File: src/sv/itoa_pkg.sv
// Shared types, character codes and helpers for the integer to ASCII formatter.
package itoa_pkg;

    localparam int unsigned VALUE_W = 32;
    localparam int unsigned CHAR_W  = 7;
    localparam int unsigned NDIG    = 10;          // decimal digits of a 32-bit magnitude
    localparam int unsigned CNT_W   = 4;           // holds 0..15

    localparam logic        MODE_DEC = 1'b0;
    localparam logic        MODE_HEX = 1'b1;

    localparam logic [CHAR_W-1:0] CH_ZERO  = 7'h30;
    localparam logic [CHAR_W-1:0] CH_LOWA  = 7'h61;
    localparam logic [CHAR_W-1:0] CH_MINUS = 7'h2D;

    // Powers of ten used by the restoring digit steps, index k is 10**k.
    localparam logic [VALUE_W-1:0] POW10 [NDIG] = '{
        32'd1, 32'd10, 32'd100, 32'd1000, 32'd10000, 32'd100000,
        32'd1000000, 32'd10000000, 32'd100000000, 32'd1000000000
    };

    // One digit job handed from the converter to the character emitter.
    typedef struct packed {
        logic                      neg;
        logic [CNT_W-1:0]          ndig;           // significant digits, 1..10
        logic [NDIG-1:0][3:0]      dig;            // dig[0] least significant
    } t_digits;

    function automatic logic [CHAR_W-1:0] digit_char(input logic [3:0] d);
        logic [CHAR_W-1:0] r;
        if (d < 4'd10) begin
            r = CH_ZERO + {3'd0, d};
        end else begin
            r = CH_LOWA + {3'd0, d - 4'd10};
        end
        return r;
    endfunction

endpackage

File: src/sv/itoa_conv.sv
// Pipelined magnitude to digit converter: one decimal digit per stage.
module itoa_conv (
    input  logic                  i_clk,
    input  logic                  i_rst_n,
    input  logic                  i_valid,
    output logic                  o_ready,
    input  logic                  i_mode,
    input  logic [31:0]           i_value,
    output logic                  o_valid,
    input  logic                  i_ready,
    output itoa_pkg::t_digits     o_digits
);
    localparam int unsigned NS = itoa_pkg::NDIG + 1;   // entry stage + one per digit

    logic                  r_vld  [NS];
    logic                  r_neg  [NS];
    logic                  r_hex  [NS];
    logic [31:0]           r_rem  [NS];
    logic [31:0]           r_raw  [NS];
    logic [itoa_pkg::NDIG-1:0][3:0] r_dig [NS];
    logic                  stall  [NS];

    // Stage i advances when downstream moves or it holds nothing.
    always_comb begin
        stall[NS-1] = r_vld[NS-1] && !i_ready;
        for (int i = NS-2; i >= 0; i--) begin
            stall[i] = r_vld[i] && stall[i+1];
        end
    end
    assign o_ready = !stall[0];

    always_ff @(posedge i_clk) begin
        if (!i_rst_n) begin
            for (int i = 0; i < NS; i++) r_vld[i] <= 1'b0;
        end else begin
            if (!stall[0]) r_vld[0] <= i_valid;
            for (int i = 1; i < NS; i++) begin
                if (!stall[i]) r_vld[i] <= r_vld[i-1];
            end
        end
    end

    // Entry stage: fold sign into magnitude (0 - word is correct for the most negative).
    always_ff @(posedge i_clk) begin
        if (!stall[0]) begin
            r_hex[0] <= i_mode;
            r_raw[0] <= i_value;
            r_neg[0] <= (i_mode == itoa_pkg::MODE_DEC) && i_value[31];
            r_rem[0] <= ((i_mode == itoa_pkg::MODE_DEC) && i_value[31]) ? (32'd0 - i_value)
                                                                         : i_value;
            r_dig[0] <= '0;
        end
    end

    // Digit stages: stage s yields decimal digit NDIG-s by repeated subtraction of 10**k
    // in a short binary search (8, 4, 2, 1 multiples).
    for (genvar s = 1; s < NS; s++) begin : g_dig
        localparam int unsigned K = itoa_pkg::NDIG - s;
        logic [34:0] p;
        logic [34:0] rem;
        logic [3:0]  d;
        logic [itoa_pkg::NDIG-1:0][3:0] n_dig;
        always_comb begin
            p   = {3'd0, itoa_pkg::POW10[K]};
            rem = {3'd0, r_rem[s-1]};
            d   = 4'd0;
            for (int b = 3; b >= 0; b--) begin
                if (rem >= (p << b)) begin
                    rem  = rem - (p << b);
                    d[b] = 1'b1;
                end
            end
            n_dig    = r_dig[s-1];
            n_dig[K] = d;
        end
        always_ff @(posedge i_clk) begin
            if (!stall[s]) begin
                r_hex[s] <= r_hex[s-1];
                r_raw[s] <= r_raw[s-1];
                r_neg[s] <= r_neg[s-1];
                r_rem[s] <= rem[31:0];
                r_dig[s] <= n_dig;
            end
        end
    end

    // Output: choose hex nibbles or decimal digits and count significant ones.
    always_comb begin
        o_valid         = r_vld[NS-1];
        o_digits.neg    = r_neg[NS-1];
        o_digits.ndig   = 4'd1;
        if (r_hex[NS-1]) begin
            for (int i = 0; i < itoa_pkg::NDIG; i++) begin
                o_digits.dig[i] = (i < 8) ? r_raw[NS-1][4*(i%8) +: 4] : 4'd0;
            end
        end else begin
            o_digits.dig = r_dig[NS-1];
        end
        for (int i = 1; i < itoa_pkg::NDIG; i++) begin
            if (o_digits.dig[i] != 4'd0) o_digits.ndig = itoa_pkg::CNT_W'(i + 1);
        end
    end

    a_hold : assert property (@(posedge i_clk) disable iff (!i_rst_n)
        o_valid && !i_ready |=> o_valid && $stable(o_digits))
        else $error("digit job changed under stall");
    a_ndig : assert property (@(posedge i_clk) disable iff (!i_rst_n)
        o_valid |-> o_digits.ndig >= 4'd1 && o_digits.ndig <= 4'd10)
        else $error("digit count out of range");
    a_hexneg : assert property (@(posedge i_clk) disable iff (!i_rst_n)
        o_valid && o_digits.neg |-> !r_hex[NS-1])
        else $error("sign in hex mode");
endmodule

File: src/sv/integer_to_ascii_formatter.sv
// Top level of the integer to ASCII formatter: digit pipeline and character emitter.
//
//  channel  | dir | tdata bits                         | tuser      | tlast
//  s_axis   | in  | [31:0] value                       | [0] action |  -
//  m_axis   | out | [6:0] ascii_char, [7] zero pad     |  -         |  last
//
// A value runs through 11 register stages (sign fold, one stage per decimal digit)
// and then leaves one character per cycle while m_axis_tready is high: 1 to 11
// characters per value at the emitter, which sets the sustained rate. The first
// character comes from the emitter's job register, loaded from the last stage.
// Reset clears all valid bits; payload registers are not reset.
// Backpressure stalls each stage in place; nothing is dropped or repeated.
module integer_to_ascii_formatter (
    input  logic        i_clk,
    input  logic        i_rst_n,
    input  logic        s_axis_tvalid,
    output logic        s_axis_tready,
    input  logic [31:0] s_axis_tdata,   // [31:0] value
    input  logic [0:0]  s_axis_tuser,   // [0] action
    output logic        m_axis_tvalid,
    input  logic        m_axis_tready,
    output logic [7:0]  m_axis_tdata,   // [6:0] ascii_char
    output logic        m_axis_tlast
);
    logic              cv_valid;
    logic              cv_ready;
    itoa_pkg::t_digits cv_dig;

    itoa_conv u_conv (
        .i_clk    (i_clk),
        .i_rst_n  (i_rst_n),
        .i_valid  (s_axis_tvalid),
        .o_ready  (s_axis_tready),
        .i_mode   (s_axis_tuser[0]),
        .i_value  (s_axis_tdata),
        .o_valid  (cv_valid),
        .i_ready  (cv_ready),
        .o_digits (cv_dig)
    );

    // Emitter: hold one digit job, walk characters out, then take the next job.
    logic                         r_busy, n_busy;
    itoa_pkg::t_digits            r_job;
    logic [itoa_pkg::CNT_W-1:0]   r_pos, n_pos;     // chars left after current
    logic                         r_sign, n_sign;   // minus still to send
    logic [itoa_pkg::CNT_W-1:0]   cur_idx;
    logic                         take;

    assign cur_idx       = r_pos;
    assign m_axis_tvalid = r_busy;
    assign m_axis_tdata  = {1'b0, r_sign ? itoa_pkg::CH_MINUS
                                         : itoa_pkg::digit_char(r_job.dig[cur_idx])};
    assign m_axis_tlast  = !r_sign && (r_pos == '0);

    // Take a new job when empty or when the final character transfers.
    assign take     = !r_busy || (m_axis_tready && m_axis_tlast);
    assign cv_ready = take;

    always_comb begin
        n_busy = r_busy;
        n_pos  = r_pos;
        n_sign = r_sign;
        if (take) begin
            n_busy = cv_valid;
            n_sign = cv_dig.neg;
            n_pos  = cv_dig.ndig - 4'd1;
        end else if (m_axis_tready) begin
            if (r_sign) begin
                n_sign = 1'b0;
            end else begin
                n_pos = r_pos - 4'd1;
            end
        end
    end

    always_ff @(posedge i_clk) begin
        if (!i_rst_n) begin
            r_busy <= 1'b0;
        end else begin
            r_busy <= n_busy;
        end
    end

    always_ff @(posedge i_clk) begin
        r_pos  <= n_pos;
        r_sign <= n_sign;
        if (take) r_job <= cv_dig;
    end

    a_stall : assert property (@(posedge i_clk) disable iff (!i_rst_n)
        m_axis_tvalid && !m_axis_tready |=> m_axis_tvalid && $stable(m_axis_tdata)
        && $stable(m_axis_tlast))
        else $error("output changed under stall");
    a_pos : assert property (@(posedge i_clk) disable iff (!i_rst_n)
        r_busy |-> r_pos < 4'd10)
        else $error("digit index out of range");
    a_sign : assert property (@(posedge i_clk) disable iff (!i_rst_n)
        r_busy && r_sign && m_axis_tready |=> !r_sign && r_busy)
        else $error("minus not followed by digits");
endmodule
File: config.mk
export PLATFORM = sky130hd
export DESIGN_NAME = integer_to_ascii_formatter
export DESIGN_NICKNAME = d
export VERILOG_FILES = /design/src/sv/itoa_pkg.sv /design/src/sv/itoa_conv.sv /design/src/sv/integer_to_ascii_formatter.sv
export SDC_FILE = /design/constraint.sdc
export NUM_CORES = 2
export LEC_CHECK = 0
export BUFFER_PORTS_ARGS = -buffer_cell sky130_fd_sc_hd__buf_2
export CORE_UTILIZATION = 30
export DETAILED_ROUTE_END_ITERATION = 7
export GPL_TIMING_DRIVEN = 1
export PLACE_DENSITY = 0.53
export SLEW_MARGIN = 10
export SYNTH_ARGS = -nofsm -noshare
export SYNTH_HDL_FRONTEND = slang
export SYNTH_HIERARCHICAL = 1
export SYNTH_SLANG_ARGS = --single-unit
File: constraint.sdc
create_clock -name i_clk -period 10.1 [get_ports i_clk]
set_input_delay 3.03 -clock i_clk [delete_from_list [all_inputs] [get_ports i_clk]]
set_output_delay 3.03 -clock i_clk [all_outputs]
set_load 0.02 [all_outputs]
After elaboration in Yosys (flattened, before gate mapping)

Memories as Yosys holds them, arrays and structs flattened.
Index checks and enable logic that the tools add are counted.

Register bits after elaboration: 46
RAM bits: 1,177
Bits of input ports: 37
Output and inout port bits: 11
Word-level logic and storage cells: 292
Memories: 6

$add $sub $neg: 45
Order comparisons: 41
Eq/ne operators: 1
Multiplexer cells: 143
Bitwise operators: 12
Reduce and logical (&&, ||, !) cells: 31

Memory list:

| name         | words | width | rd ports | clocked after Yosys merged registers in | write ports | RTL line        | source |
|---|---|---|---|---|---|---|---|
| u_conv.r_dig | 11    | 40    | 11       | 0                                       | 11          | itoa_conv.sv:20 | `logic [itoa_pkg::NDIG-1:0][3:0] r_dig [NS];` |
| u_conv.r_raw | 11    | 32    | 11       | 0                                       | 11          | itoa_conv.sv:19 | `logic [31:0] r_raw [NS];` |
| u_conv.r_rem | 11    | 32    | 10       | 0                                       | 11          | itoa_conv.sv:18 | `logic [31:0] r_rem [NS];` |
| u_conv.r_hex | 11    | 1     | 11       | 0                                       | 11          | itoa_conv.sv:17 | `logic r_hex [NS];` |
| u_conv.r_neg | 11    | 1     | 11       | 0                                       | 11          | itoa_conv.sv:16 | `logic r_neg [NS];` |
| u_conv.r_vld | 11    | 1     | 11       | 0                                       | 11          | itoa_conv.sv:15 | `logic r_vld [NS];` |

Operator list:

| operator                                                                               | number |
|---|---|
| 35-bit two-way mux                                                                     | 29 |
| 32-bit two-way mux                                                                     | 11 |
| 1-bit two-way mux                                                                      | 86 |
| 40-bit two-way mux                                                                     | 1 |
| 4-bit nonzero test                                                                     | 9 |
| 35-bit by 1-bit greater-or-equal comparator with 1-bit output (second input constant)  | 1 |
| 35-bit by 10-bit greater-or-equal comparator with 1-bit output (second input constant) | 1 |
| 35-bit by 11-bit greater-or-equal comparator with 1-bit output (second input constant) | 1 |
| 35-bit by 12-bit greater-or-equal comparator with 1-bit output (second input constant) | 1 |
| 35-bit by 14-bit greater-or-equal comparator with 1-bit output (second input constant) | 1 |
| 35-bit by 15-bit greater-or-equal comparator with 1-bit output (second input constant) | 1 |
| 35-bit by 16-bit greater-or-equal comparator with 1-bit output (second input constant) | 1 |
| 35-bit by 17-bit greater-or-equal comparator with 1-bit output (second input constant) | 1 |
| 35-bit by 18-bit greater-or-equal comparator with 1-bit output (second input constant) | 1 |
| 35-bit by 19-bit greater-or-equal comparator with 1-bit output (second input constant) | 1 |
| 35-bit by 2-bit greater-or-equal comparator with 1-bit output (second input constant)  | 1 |
| 35-bit by 20-bit greater-or-equal comparator with 1-bit output (second input constant) | 1 |
| 35-bit by 21-bit greater-or-equal comparator with 1-bit output (second input constant) | 1 |
| 35-bit by 22-bit greater-or-equal comparator with 1-bit output (second input constant) | 1 |
| 35-bit by 24-bit greater-or-equal comparator with 1-bit output (second input constant) | 1 |
| 35-bit by 25-bit greater-or-equal comparator with 1-bit output (second input constant) | 1 |
| 35-bit by 26-bit greater-or-equal comparator with 1-bit output (second input constant) | 1 |
| 35-bit by 27-bit greater-or-equal comparator with 1-bit output (second input constant) | 1 |
| 35-bit by 28-bit greater-or-equal comparator with 1-bit output (second input constant) | 1 |
| other kinds (80)                                                                       | 118 |

Logic depth before layout (Yosys ltp)

Depth in word-level cells: 20
Mapped depth: 37
Gate-level depth less buffers: 30

Cells and area by module

The synthesis kept the hierarchy.

By module, submodules not included:

| module                     | times used | cells each | area each (sq um) |
|---|---|---|---|
| itoa_conv                  | 1          | 6,599      | 63,632.3 |
| integer_to_ascii_formatter | 1          | 133        | 2,104.5 |

Worst setup path after synthesis

OpenSTA, ideal clock, no wires.

Kind: input-to-output
Start point: input port m_axis_tready
End point: output port s_axis_tready
Arrival time: 6,790 ps
Data required time: 7,070 ps
Slack: 280 ps
Cell stages on the path: 9
Buffers on the path: 0
Path through: a21boi_2 -> inv_1 -> nor2b_1 -> and3_1 -> and2_1 -> and3_1 -> and3_1 -> and3_1 -> nand2_1

Longest elaborated chain between the ends: 15

Ends and longest elaborated chain:

| item                            | RTL line                         | source |
|---|---|---|
| start: declaration              | integer_to_ascii_formatter.sv:21 | `input logic m_axis_tready,` |
| 1-bit logical AND               | integer_to_ascii_formatter.sv:56 | `assign take = !r_busy \|\| (m_axis_tready && m_axis_tlast);` |
| 1-bit logical OR                | integer_to_ascii_formatter.sv:56 |  |
| net cv_ready                    | integer_to_ascii_formatter.sv:26 | `logic cv_ready;` |
| 1-bit logical NOT               | itoa_conv.sv:25                  | `stall[NS-1] = r_vld[NS-1] && !i_ready;` |
| 1-bit logical AND               | itoa_conv.sv:25                  |  |
| 1-bit logical AND (10 in a row) | itoa_conv.sv:27                  | `stall[i] = r_vld[i] && stall[i+1];` |
| 1-bit logical NOT               | itoa_conv.sv:30                  | `assign o_ready = !stall[0];` |
| end: declaration                | integer_to_ascii_formatter.sv:17 | `output logic s_axis_tready,` |

The timed path passes the listed nets, and every way through them passes these cells.

==> metrics.md <==
| Metric | Value |
|---|---|
| Setup-failing EPs final | `0` |
| Crit path depth | `20` |
| Layout cells sized above 1 | `0.0960` |
| WHS Path Cells | `0` |
| Detailed Routing Iterations Pass 1 | `8` |
| Required time worst endpoint | `10.55 ns` |
| Post-route ant nets | `0` |
| Largest stage delay on the critical path | `0.99 ns` |
| EDFF count, synth | `941` |
| Min cycle time layout | `9.37 ns` |
| WHS | `0.400 ns` |
| Sum of negative setup slack | `0 ns` |
| Worst setup EP type | `register` |
| Min-Delay Path Class | `reg2reg` |
| Crit path max-delay family | `simple AND/OR/NAND/NOR gates` |
| Detail Placement HPWL | `142000 um` |
| CP dominant cell by count | `nand3_1` |
| Least-Margin Pin Slew | `1.15 ns` |
| Syn Inst Count | `6732` |
| Avg Synthesized Cell Area | `9.76 um2` |
| Post-synthesis cell type count | `146` |
| Post-CTS setup buffers | `0` |
| Largest net degree at the start of global routing | `81` |
| Slew HR | `0.229` |
| CP max-delay cell | `nor4_2` |
| Setup Skew | `0.0322 ns` |
| Total number of vias | `53100` |
| Syn_nets | `6815` |
| Critical path class | `reg2reg` |
| Die Y-Extent | `470 um` |
| Gp weighted congestion | `0.897` |
| Max Buffers Root-to-Sink | `3` |
| Die X | `470 um` |
| Share of the synthesized area in the top cell type | `0.430` |
| # IOs | `48` |
| Synthesized cell area | `65700 um2` |
| Grt ovf | `0` |
| Fmax | `107 MHz` |
| Final hold violations | `0` |
| Clock latency on the worst-skew pair | `0.72 ns` |
| Cell taking the most area after synthesis | `edfxtp_1` |
| Initial antenna violation count | `14` |
| Area Overhead vs Synth | `10.3%` |
| RSZ-0062 raised after global routing | `no` |
| Count of final max-slew check failures | `0` |
| Critical Path AT | `9.82 ns` |
| Top FF cell, synth | `edfxtp_1` |
| Crit start category | `register` |
| Most instantiated cells after synthesis | `941 x edfxtp_1, 593 x nor2_1, 547 x xnor2_1, 515 x nand2_1, 326 x a21oi_1` |
| Initial DRC Count | `4290` |
| CTS tree | `yes` |
| Crit-path max FO | `14` |
| Count leader, synth | `edfxtp_1` |
| Async set or reset register ratio after synthesis | `0` |
| Core area | `217000 um2` |
| CTS Root Cell | `clkbuf_16` |
| Yosys warning count | `6` |
| Avg WL per Cell | `19.2 um` |
| Row count | `171` |
| Max Cap Viol | `0` |
| Worst R2R Start | `u_conv/r_rem[8][21]$_DFFE_PN_` |
| Post-synthesis sequential area ratio | `0.433` |
| Port bufs | `45` |
| Clock-pin slew on the worst setup and hold paths | `0.06 ns` |
| Run status | `completed` |
| Flops & latches, synth | `951` |
| First-pass GRT wire length | `291000 um` |
| Starting density of the core | `0.302` |
| H-Tree Depth | `3` |
| CTS Buf Count | `101` |
| Synth top area cells | `edfxtp_1 43%, xnor2_1 7.3%, xor2_1 3.5%` |
| Final wirelength | `185000 um` |
| Hold path startpoint | `u_conv/r_dig[9][11]$_DFFE_PN_` |
| CP bufs+invs | `0` |
| CP Launch Point | `u_conv/r_rem[8][21]$_DFFE_PN_` |
| Layout Nets | `6803` |
| GRT Overall Usage | `0.161` |
| Final Cycle Share | `0.927` |
| Final Util | `0.333` |
| CTS sink count | `951` |
| Reg2Reg Depth | `20` |
| Drc violations | `0` |
| Vias in the first global route | `50400` |
| Number of vias per cell | `5.50` |
| CP Cell Sequence | `or3_1, nor4_1, nand3_1, nor4b_1, xnor2_1, nand3_1, nor4_2, a211oi_1, xnor2_1, a211oi_1, nand3_1, nor2_1, o21a_1, o211ai_1, nor4b_1, nand3_1, nand2b_1, or2_2, nor2_1, xor2_1` |
| Die ar. | `221000 um2` |
-- what timing repair did --
item | in CTS | in global routing
hold buffers | 0 | 0
resized for setup | 0 | 4
setup endpoints to repair | 0 | 23
-- metrics by stage --
| step | cell area (um2) | setup WS [ns] | cells |
|---|---|---|---|
| after floorplan | 65700 | 0.280 | 6732 |
| after global placement | 69200 | 0.499 | 9471 |
| after detailed placement | 69200 | 0.556 | 9471 |
| after CTS | 72500 | 0.508 | 9658 |
| after global routing | 72500 | 0.0464 | 9659 |
| final | 72500 | 0.733 | 9662 |
-- layout make-up --
cell class              count  area (um2)
fillers                 22200      145000
multi-input cells        5324       35400
flip-flops and latches    951       28500
well taps                2854        3570
clock buffers             125        2700
repair buffers            146         983
inverters                 196         746
clock inverters            62         608
diodes                      4        10.0
-- state kept, by name (all words and copies together) (netlist names) --
| name | cells |
|---|---|
| u_conv/r_vld | 11 |
| u_conv/r_hex | 11 |
| u_conv/r_dig | 210 |
| r_job | 40 |
| cur_idx | 4 |
| u_conv/r_rem | 315 |
| r_sign | 1 |
| u_conv/r_raw | 347 |
| u_conv/r_neg | 11 |
| m_axis_tvalid | 1 |
-- kinds of logic (layout without fill, tap and decap cells) --
family,Yosys count,count (layout),synth area share
fa+ha+maj,46,46,0.00876
flops,951,951,0.433
simple gates,2646,2646,0.216
mux,157,157,0.0260
buf+inv,457,529,0.0297
other cells,3,7,0.000171
xor+xnor,813,813,0.109
compound gates,1659,1659,0.178
-- cell usage in the layout, fill, tap and decap left out, types with 79 or more instances in the layout --
master	n
or3_1	104
mux2i_1	82
nand2_1	511
nor2_1	593
nor3_1	259
nand2b_1	79
o21ai_0	298
buf_4	101
xor2_1	262
clkbuf_16	102
edfxtp_1	941
and3_1	88
nand3_1	220
nor4_1	135
xnor2_1	547
a21oi_1	325
o211ai_1	80
and2_1	82
inv_1	166
a211oi_1	88
nand4_1	100
-- layer usage --
layer  vias to the layer above  track usage  share of wire
li1                      25700            -              -
met1                     25800        0.227           0.47
met2                      1409        0.262           0.46
met3                       246       0.0215          0.049
met4                        10       0.0336          0.019
met5                         -            0        0.00032
-- final timing paths --
check | to | slack (ns)
hold reg to reg | u_conv/r_dig[10][11]$_DFFE_PN_ | 0.40
setup reg to reg | u_conv/r_rem[9][11]$_DFFE_PN_ | 0.73
hold / removal | u_conv/r_dig[10][11]$_DFFE_PN_ | 0.40
setup / recovery | u_conv/r_rem[9][11]$_DFFE_PN_ | 0.73
-- worst register-to-register path, cell delays in order (launching register included) --
cell      delay [ns]
edfxtp_1        0.50
or3_1           0.51
nor4_1          0.70
nand3_1         0.42
nor4b_1         0.30
xnor2_1         0.41
nand3_1         0.52
nor4_2          1.00
a211oi_1        0.28
xnor2_1         0.25
a211oi_1        0.61
nand3_1         0.53
nor2_1          0.76
o21a_1          0.21
o211ai_1        0.17
nor4b_1         0.55
nand3_1         0.52
nand2b_1        0.44
or2_2           0.21
nor2_1          0.05
xor2_1          0.15
Power is left out: the tool's default activity adds up to more than one toggle a clock period on the data nets, which glitch-free logic cannot reach.
